$ cat src/hw/rtl/lli_pkg.sv
// Shared widths, result codes and queue payload types for the line-line
// intersection core. No dependencies.
`timescale 1ns / 1ps
`default_nettype none

package lli_pkg;

    // port width of each coordinate and of each crossing coordinate
    localparam int IN_W       = 12;
    localparam int OUT_W      = 58;

    // coordinates are taken from the low COORD_BITS bits of each port
    localparam int COORD_BITS = 12;
    localparam int FRAC_BITS  = 20;

    localparam int DIFF_W  = COORD_BITS + 1;       // A and B coefficients
    localparam int PROD_W  = 2 * COORD_BITS;       // coordinate products
    localparam int C_W     = PROD_W + 1;           // C coefficient
    localparam int DET_P_W = 2 * DIFF_W;           // A*B products
    localparam int DET_W   = DET_P_W + 1;          // det
    localparam int DX_P_W  = DIFF_W + C_W;         // B*C and A*C products
    localparam int DETX_W  = DX_P_W + 1;           // det_x, det_y
    localparam int NUM_W   = DETX_W + FRAC_BITS;   // scaled dividend
    localparam int RES_W   = (NUM_W > OUT_W) ? NUM_W : OUT_W;

    localparam int MID_DEPTH = 2;
    localparam int MID_PTR_W = $clog2(MID_DEPTH);
    localparam int OUT_DEPTH = 4;
    localparam int OUT_PTR_W = $clog2(OUT_DEPTH);

    typedef enum logic [1:0] {
        KIND_PARALLEL   = 2'd0,
        KIND_CROSS      = 2'd1,
        KIND_COINCIDENT = 2'd2
    } kind_t;

    // classified request handed from the front end to the divider
    typedef struct packed {
        kind_t              kind;
        logic               neg_x;
        logic               neg_y;
        logic [DET_W-1:0]   den;
        logic [DETX_W-1:0]  num_x;
        logic [DETX_W-1:0]  num_y;
    } work_t;

    typedef struct packed {
        kind_t             kind;
        logic [OUT_W-1:0]  x;
        logic [OUT_W-1:0]  y;
    } result_t;

endpackage

`default_nettype wire

$ cat src/hw/rtl/lli_work_fifo.sv
// Short queue of classified requests between the front end and the divider.
// Depends on lli_pkg.
`timescale 1ns / 1ps
`default_nettype none

module lli_work_fifo (
    input  wire                 clk,
    input  wire                 rst_n,
    input  wire                 push,
    input  lli_pkg::work_t      din,
    output logic                full,
    input  wire                 pop,
    output lli_pkg::work_t      dout,
    output logic                empty
);

    lli_pkg::work_t                 mem_reg [lli_pkg::MID_DEPTH];
    logic [lli_pkg::MID_PTR_W-1:0]  wr_ptr_reg, rd_ptr_reg;
    logic [lli_pkg::MID_PTR_W:0]    count_reg;
    logic                           do_push, do_pop;

    assign full    = count_reg == (lli_pkg::MID_PTR_W + 1)'(lli_pkg::MID_DEPTH);
    assign empty   = count_reg == '0;
    assign do_push = push && !full;
    assign do_pop  = pop && !empty;
    assign dout    = mem_reg[rd_ptr_reg];

    always_ff @(posedge clk or negedge rst_n)
    begin
        if (!rst_n)
        begin
            wr_ptr_reg <= '0;
            rd_ptr_reg <= '0;
            count_reg  <= '0;
        end
        else
        begin
            if (do_push)
                wr_ptr_reg <= wr_ptr_reg + lli_pkg::MID_PTR_W'(1);
            if (do_pop)
                rd_ptr_reg <= rd_ptr_reg + lli_pkg::MID_PTR_W'(1);
            count_reg <= count_reg + (lli_pkg::MID_PTR_W + 1)'(do_push)
                                   - (lli_pkg::MID_PTR_W + 1)'(do_pop);
        end
    end

    always_ff @(posedge clk)
    begin
        if (do_push)
            mem_reg[wr_ptr_reg] <= din;
    end

`ifndef ASSERT_OFF
    a_mid_count_bound: assert property (@(posedge clk) disable iff (!rst_n)
        count_reg <= (lli_pkg::MID_PTR_W + 1)'(lli_pkg::MID_DEPTH))
        else $error("work queue count exceeds depth");
`endif

endmodule

`default_nettype wire

$ cat config.mk
export PLATFORM = sky130hd
export DESIGN_NAME = lli_work_fifo
export DESIGN_NICKNAME = d
export VERILOG_FILES = /design/src/hw/rtl/lli_pkg.sv /design/src/hw/rtl/lli_work_fifo.sv
export SDC_FILE = /design/constraint.sdc
export NUM_CORES = 1
export LEC_CHECK = 0
export BUFFER_PORTS_ARGS = -buffer_cell sky130_fd_sc_hd__buf_2
export CAP_MARGIN = 20
export CORE_MARGIN = 3
export CORE_UTILIZATION = 58
export CTS_BUF_LIST = sky130_fd_sc_hd__clkbuf_2 sky130_fd_sc_hd__clkbuf_4 sky130_fd_sc_hd__clkbuf_8
export CTS_CLUSTER_SIZE = 30
export DETAILED_ROUTE_END_ITERATION = 8
export HOLD_SLACK_MARGIN = 0.1
export PLACE_DENSITY_LB_ADDON = 0.12
export SYNTH_ARGS = -nofsm -noshare
export SYNTH_HDL_FRONTEND = slang
export SYNTH_SLANG_ARGS = --single-unit
$ cat constraint.sdc
create_clock -name clk -period 9.2 [get_ports clk]
set_clock_uncertainty 0.1 [all_clocks]
set_input_delay 1.84 -clock clk [delete_from_list [all_inputs] [get_ports clk]]
set_output_delay 1.84 -clock clk [all_outputs]
set_load 0.01 [all_outputs]
==> results of run 1 <==
==> layout by cell type (no fill, tap or decap) <==
cell / synthesis / layout
clkbuf_8: 0 / 37
edfxtp_1: 218 / 218
clkinv_1: 0 / 8
nor2_4: 0 / 1
nand2_1: 1 / 1
dfrtp_4: 0 / 1
clkbuf_4: 0 / 11
nor2_1: 2 / 1
bufinv_16: 0 / 1
clkinv_2: 0 / 4
nand2b_1: 1 / 1
nor2b_1: 1 / 1
and3_4: 0 / 1
xnor2_1: 3 / 3
clkinvlp_4: 0 / 1
buf_2: 1 / 223
dfrtp_1: 4 / 3
diode_2: 0 / 2
buf_4: 0 / 4
mux2_2: 109 / 109
inv_1: 2 / 2
xor2_1: 1 / 1
ha_1: 2 / 2
==> per-stage QoR <==
stage           util  instances  worst slack [ps]  area [um2]
2_1_floorplan      -        357              2050        8100
3_3_place_gp   0.695        748              5030        9350
3_5_place_dp   0.695        748              4990        9350
4_1_cts        0.746        810              4470       10000
5_1_grt        0.746        811              4370       10000
6_report       0.746        812              4530       10000
==> power breakdown <==
part	total [uW]	switching, uW	internal (uW)
combinational	872	463	409
clock	785	340	445
sequential	1480	97.8	1390
total	3140	901	2240
==> area by class of cell <==
| type | instances | area, um2 | share of cell area |
|---|---|---|---|
| flip-flops and latches | 222 | 6650 | 0.662 |
| multi-input cells | 121 | 1330 | 0.132 |
| repair buffers | 227 | 1150 | 0.114 |
| clock buffers | 48 | 592 | 0.0590 |
| well taps | 176 | 220 | 0.0219 |
| clock inverters | 14 | 87.6 | 0.00872 |
| inverters | 2 | 7.51 | 0.000748 |
| diodes | 2 | 5.00 | 0.000499 |
==> layer usage <==
layer	vias to the layer above	share of wire	wire, um	global-route usage
met2	170	0.51	7530	0.312
li1	1938	-	-	-
met5	-	0.0014	21	0
met4	4	0.025	362	0.0780
met3	32	0.084	1240	0.0668
met1	2002	0.38	5560	0.215
==> Yosys cell counts <==
cell,count
xnor2_1,3
ha_1,2
nand2b_1,1
nand2_1,1
edfxtp_1,218
buf_2,1
xor2_1,1
and3_1,1
inv_1,2
dfrtp_1,4
mux2_2,109
nor2_1,2
buf_6,11
nor2b_1,1
==> critical path, delay by kind of cell (launching register included) <==
family,cells,cell delay (ps)
flops,1,900
buf+inv,2,870
mux,1,440
==> cells by family (layout without fill, tap and decap cells) <==
family	after synthesis	count (layout)	synth area share
flops	222	222	0.821
mux	109	109	0.152
buf+inv	14	291	0.0168
simple gates	6	6	0.00371
xor+xnor	4	4	0.00433
fa+ha+maj	2	2	0.00309
other cells	0	2	0
==> path summary, 6_finish.rpt <==
path                              start              to  slack [ps]  cells past startpoint
setup reg to reg           count_reg[1]  mem_reg[0][98]        6560                      5
setup / recovery             rd_ptr_reg        dout[59]        4530                      3
hold / removal             count_reg[1]    count_reg[1]         430                      1
max in group asynchronous         rst_n      rd_ptr_reg        7810                      1
min in group asynchronous         rst_n      rd_ptr_reg        1060                      1
hold reg to reg            count_reg[1]    count_reg[1]         430                      1
==> flow_summary.json, run 1 <==
{
  "antenna_found_initial": 3,
  "drive_above_1_share": 0.620,
  "hold_class": "reg -> reg",
  "syn-cell-area_um2": 8100,
  "power_uw": 3140,
  "synth_seq_area_share": 0.821,
  "cts_max_path_buffers": 3,
  "required_ps": 7260,
  "grt_max_degree": 58,
  "grt_pass1_vias": 4327,
  "min_period_ps": 4670,
  "grt_pass1_wl_um": 21400,
  "clk_pin_slew_ps": 60,
  "dp_hpwl_um": 9710,
  "die_area_um2": 15400,
  "initial_core_util": 0.602,
  "path_cells": "buf_4 > mux2_2 > buf_2",
  "synth_area_leaders": "edfxtp_1, mux2_2, buf_6, dfrtp_1, xnor2_1",
  "cts_setup_buffers": 0,
  "numCtsBuffers": 35,
  "ys_ff_latch": 222,
  "largest_reg_flops": 218,
  "hold_buffers": 0,
  "synth_cells": 357,
  "grtUsageTotal": 0.185,
  "post_cts_resized": 0,
  "p_leak_uw": 0.00381,
  "cts_tree": "done",
  "final_max_slew_viol_count": 0,
  "htreeDepth": 2,
  "viasPerCell": 5.11,
  "synth_top_cell_by_area": "edfxtp_1",
  "yosysWarnings": 0,
  "wl_um": 14700,
  "rows": 42,
  "nFillCells": 886,
  "drt.antenna.violating_nets": 0,
  "drt_iter0_drc": 255,
  "slew_headroom": 0.494,
  "cpPeakStageDelay_ps": 900,
  "detail_route.first_pass.iterations": 4,
  "final_nets": 724,
  "synth_top_cell_area_share": 0.808,
  "crit_path_top_delay_cell": "dfrtp_4",
  "syn_nets": 472,
  "hold-worst-slack_ps": 429,
  "core_area_um2": 13500,
  "cap_violations": 0,
  "dieWidth_um": 124,
  "worstSkewPairLatency_ps": 470,
  "globalplace.congestion": 0.711,
  "rsz0062_at_grt": "false",
  "clock_sinks": 222,
  "post_drt_wl_per_cell_um": 18.1,
  "finalHoldViolations": 0,
  "period_share": 0.508,
  "cp.arrival_ps": 2730,
  "io_buffer_count": 223,
  "area_delta_synth_final_pct": 23.9,
  "drc": 0,
  "ios": 224,
  "worstSetupEndpointType": "primary output",
  "status": "completed",
  "max_freq_mhz": 214,
  "setup_viol_count_final": 0,
  "synth.avg_cell_area_um2": 22.7,
  "overflow": 0,
  "ir_worst_vdd_v": 0.000241,
  "tightest_slew_ps": 758,
  "cp_max_fo": 56,
  "die_h_um": 124,
  "vias": 4146,
  "path_class": "reg -> out",
  "startpoint_type": "flop",
  "root_buffer": "clkbuf_8",
  "powerDensity_nw_per_um2": 313,
  "fin_tns_setup_ps": 0,
  "synth.distinct_cells": 14
}
Power figures use the tool's default switching activity.
==> run 2: changes to the inputs <==
CORE_UTILIZATION = 49   (was 58)
clock period = 3.9 ns   (was 9.2 ns; I/O delays follow)
==> run 2 against run 1 <==
Net effect: sequential power grew 140%; combinational power rose by 140%; hold slack worse by 70 ps; global-route usage shrank 1.7 points; via count is essentially flat; critical path depth unchanged; first-iteration DRC count shrank 9.8%; die area increased by 17%; non-clock buffer count up 3; flip-flop and latch count unchanged; worst setup slack got worse by 3800 ps; critical endpoint is now dout[75]; largest cell class unchanged.
==> flow_summary.json, run 2 (same netlist as run 1, synthesis figures left out) <==
{
  "p_comb_frac": 0.285,
  "rsz0062_at_grt": "false",
  "max_freq_mhz": 320,
  "cts_setup_buffers": 0,
  "hold-worst-slack_ps": 359,
  "cts_tree": "done",
  "worstSkewPairLatency_ps": 500,
  "crit_path_top_delay_cell": "dfrtp_4",
  "final_cell_mix": "buf_2, edfxtp_1, mux2_2",
  "ios": 224,
  "root_buffer": "clkbuf_8",
  "cpLargestDelayFamily": "flip-flops",
  "antenna_found_initial": 2,
  "drt_iter0_drc": 230,
  "multi_input_area_um2": 1330,
  "io_buffer_count": 223,
  "status": "completed",
  "final-seq-area_um2": 6650,
  "drt.antenna.violating_nets": 0,
  "die_area_um2": 18100,
  "ir_worst_vdd_v": 0.000478,
  "post_drt_wl_per_cell_um": 18.0,
  "clock_sinks": 222,
  "cap_violations": 0,
  "final_common_cell": "buf_2",
  "drive_above_1_share": 0.623,
  "core_area_um2": 16100,
  "rows": 46,
  "detail_route.first_pass.iterations": 4,
  "tightest_slew_ps": 826,
  "globalplace.congestion": 0.740,
  "min_period_ps": 3120,
  "grt_pass1_vias": 4479,
  "viasPerCell": 4.86,
  "powerDensity_nw_per_um2": 737,
  "grt_pass1_wl_um": 23300,
  "nFillCells": 1190,
  "path_cells": "buf_4 > mux2_2 > buf_2",
  "path_class": "reg -> out",
  "switching_share": 0.290,
  "overflow": 0,
  "required_ps": 3020,
  "power.switching_uw": 2170,
  "grtUsageTotal": 0.168,
  "cp_max_fo": 43,
  "grt_max_degree": 60,
  "hold_class": "in -> reg",
  "cts_max_path_buffers": 3,
  "numCtsBuffers": 37,
  "p_leak_uw": 0.00384,
  "wl_um": 15400,
  "setup_viol_count_final": 0,
  "drc": 0,
  "dp_hpwl_um": 10000,
  "cpPeakStageDelay_ps": 810,
  "fin_tns_setup_ps": 0,
  "area_delta_synth_final_pct": 25.1,
  "finalHoldViolations": 0,
  "startpoint_type": "flop",
  "initial_core_util": 0.504,
  "critPathBufInv": 2,
  "htreeDepth": 2,
  "vias": 4148,
  "reg2reg_slack_ps": 1940,
  "clkPwrFrac": 0.250,
  "seqPwrFrac": 0.465,
  "intPower_uw": 5310,
  "clk_pin_slew_ps": 60,
  "die_h_um": 135,
  "worstSetupEndpointType": "primary output",
  "cp.arrival_ps": 2240,
  "final_nets": 729,
  "final_max_slew_viol_count": 0,
  "dieWidth_um": 135,
  "largest_reg_flops": 218,
  "period_share": 0.801,
  "slew_headroom": 0.449
}
run 2: worst paths after layout:
path / endpoint / cells after the start / start
setup / recovery: dout[75] / 3 / rd_ptr_reg
hold / removal: mem_reg[1][63] / 1 / din[63]
setup reg to reg: mem_reg[0][3] / 4 / count_reg[1]
hold reg to reg: count_reg[1] / 1 / count_reg[1]
max in group asynchronous: rd_ptr_reg / 2 / rst_n
min in group asynchronous: rd_ptr_reg / 2 / rst_n
run 2: worst register-to-register path: stages, from the launching register on:
cell and delay (ps):
dfrtp_1 400, nand2b_1 130, nand2_1 150, nor2_4 110
buf_4 630
run 2: layer usage:
metal	part of all wire	track usage
met4	0.024	0.0633
met2	0.50	0.282
met3	0.083	0.0622
met1	0.39	0.198
met5	0.00071	0
run 2: area by class of cell:
type	instances	share of cell area
diodes	1	0.000247
clock buffers	52	0.0626
clock inverters	10	0.00444
inverters	2	0.000741
multi-input cells	121	0.131
flip-flops and latches	222	0.656
well taps	216	0.0267
repair buffers	230	0.118
run 2: repair_timing:
action,4_1_cts,5_1_grt
hold buffers,1,0
hold endpoints to repair,4,0
endpoints found under the setup margin,0,0
resized for setup,0,0
run 2: per-stage QoR:
stage | total power [uW] | area, um2 | worst slack, ps | util | cells
after floorplan | 4910 | 8110 | 861 | - | 357
after global placement | 5640 | 9440 | 1290 | 0.588 | 790
after detailed placement | 5690 | 9440 | 1260 | 0.588 | 790
after CTS | 7600 | 10100 | 693 | 0.631 | 853
after global routing | 7880 | 10100 | 619 | 0.631 | 854
final | 7470 | 10100 | 776 | 0.631 | 854
run 2: power groups by stage:
stage / Sequential [uW] / Combinational [uW] / Clock, uW
6_report: 3480 / 2130 / 1870
3_3_place_gp: 3500 / 2140 / 0
4_1_cts: 3490 / 2170 / 1940
3_5_place_dp: 3530 / 2160 / 0
5_1_grt: 3540 / 2290 / 2050
2_1_floorplan: 3410 / 1500 / 0
==> run 3: changes to the inputs <==
CORE_UTILIZATION = 54   (was 49)
clock period = 2.95 ns   (was 3.9 ns; I/O delays follow)
==> run 3 against run 2 <==
Net effect: critical path depth stayed put; first-iteration DRC count is 12% lower; wire length is 4.4% lower; global-route usage is 1.1 points higher; cell area is 0.20% lower; core utilization is 6.2 points higher; hold slack worse by 190 ps; flip-flop and latch count stayed put; via count is 0.48% lower; critical endpoint is now dout[105]; largest cell class unchanged.
==> flow_summary.json, run 3 (same netlist as run 1, synthesis figures left out) <==
{
  "final_common_cell": "buf_2",
  "dieWidth_um": 128,
  "wl_met2_um": 7210,
  "rsz0062_at_grt": "false",
  "ios": 224,
  "cts_setup_buffers": 0,
  "period_share": 0.927,
  "cp.arrival_ps": 2050,
  "final_cell_mix": "buf_2, edfxtp_1, mux2_2",
  "grt_pass1_vias": 4409,
  "grtUsageTotal": 0.179,
  "top_layer_used": "met5",
  "r2r_end": "mem_reg[1][35]",
  "drc": 0,
  "drt_iter0_drc": 202,
  "reg2reg_slack_ps": 1070,
  "max_freq_mhz": 366,
  "wl_um": 14700,
  "p_leak_uw": 0.00384,
  "required_ps": 2260,
  "final_max_slew_viol_count": 0,
  "dp_hpwl_um": 9390,
  "rows": 44,
  "fin_tns_setup_ps": 0,
  "die_area_um2": 16500,
  "viasPerCell": 5.03,
  "wl_met3_um": 1560,
  "post_drt_wl_per_cell_um": 17.9,
  "drive_above_1_share": 0.621,
  "initial_core_util": 0.555,
  "finalHoldViolations": 0,
  "placed_cells": 757,
  "clk_pin_slew_ps": 60,
  "grt_pass1_wl_um": 22600,
  "area_delta_synth_final_pct": 24.9,
  "cts_tree": "done",
  "die_h_um": 128,
  "powerDensity_nw_per_um2": 980,
  "grt_max_degree": 111,
  "crit_start": "rd_ptr_reg",
  "core_area_um2": 14600,
  "finalNonFillerCells": 821,
  "tightest_slew_ps": 641,
  "ir_worst_vdd_v": 0.000812,
  "cap_violations": 0,
  "final_nets": 727,
  "status": "completed",
  "drt.antenna.violating_nets": 0,
  "overflow": 0,
  "path_class": "reg -> out",
  "setup_viol_count_final": 0,
  "endpoint": "dout[105]",
  "htreeDepth": 2,
  "largest_reg_flops": 218,
  "clock_sinks": 222,
  "startpoint_type": "flop",
  "vias": 4128,
  "reg2regPathDepth": 3,
  "worstSkewPairLatency_ps": 500,
  "numCtsBuffers": 36,
  "cts_max_path_buffers": 3,
  "min_period_ps": 2740,
  "root_buffer": "clkbuf_8",
  "detail_route.first_pass.iterations": 4,
  "cp_max_fo": 110,
  "hold_class": "in -> reg",
  "worstSetupEndpointType": "primary output",
  "globalplace.congestion": 0.734,
  "antenna_found_initial": 2,
  "io_buffer_count": 223,
  "slew_headroom": 0.573,
  "reg2reg_from": "count_reg[1]",
  "m1WireLength_um": 5650
}
run 3: worst max-delay path, stage by stage (launching register included):
cell and delay, ps:
dfrtp_4 410, buf_12 440, mux2_2 430, buf_2 140
run 3: worst min-delay path by stage:
stage	from	endpoint	slack, ps	cells past startpoint
after floorplan	rst_n	count_reg[0]	190	0
after global placement	rst_n	count_reg[0]	300	1
after detailed placement	rst_n	count_reg[0]	300	1
after CTS	din[99]	mem_reg[1][99]	130	1
after global routing	din[84]	mem_reg[1][84]	130	1
final	din[32]	mem_reg[1][32]	170	1
run 3: per-stage QoR:
stage                     worst slack [ps]   util  area (um2)  hold slack, ps  total power [uW]
after floorplan                        101      -        8110             194              6490
final                                  214  0.693       10100             168              9910
after global placement                 776  0.645        9410             302              7460
after detailed placement               770  0.645        9410             299              7510
after CTS                              205  0.693       10100             128             10100
after global routing                   142  0.693       10100             130             10500
run 3: area by class of cell:
class	count	area [um2]
fill	992	4470
timing repair buffer	229	1200
multi-input combinational	121	1330
tap	184	230
clock buffer	50	613
inverter	2	7.51
clock inverter	12	81.3
sequential	222	6650
antenna	1	2.50
run 3: routing by layer:
metal | GRT usage | vias up
met1 | 0.222 | 1976
li1 | - | 1936
met5 | 0 | -
met4 | 0.0787 | 2
met3 | 0.0660 | 28
met2 | 0.285 | 186
run 3: power breakdown:
| group | total (uW) | internal, uW | leakage [uW] | switching, uW |
|---|---|---|---|---|
| sequential | 4470 | 4320 | 0.00207 | 156 |
| clock | 2520 | 1430 | 0.000362 | 1100 |
| combinational | 2920 | 1320 | 0.00140 | 1590 |
run 3: what timing repair did:
item / in CTS / in global routing
hold buffers: 1 / 0
hold endpoints to repair: 4 / 0
gates resized for setup: 0 / 0
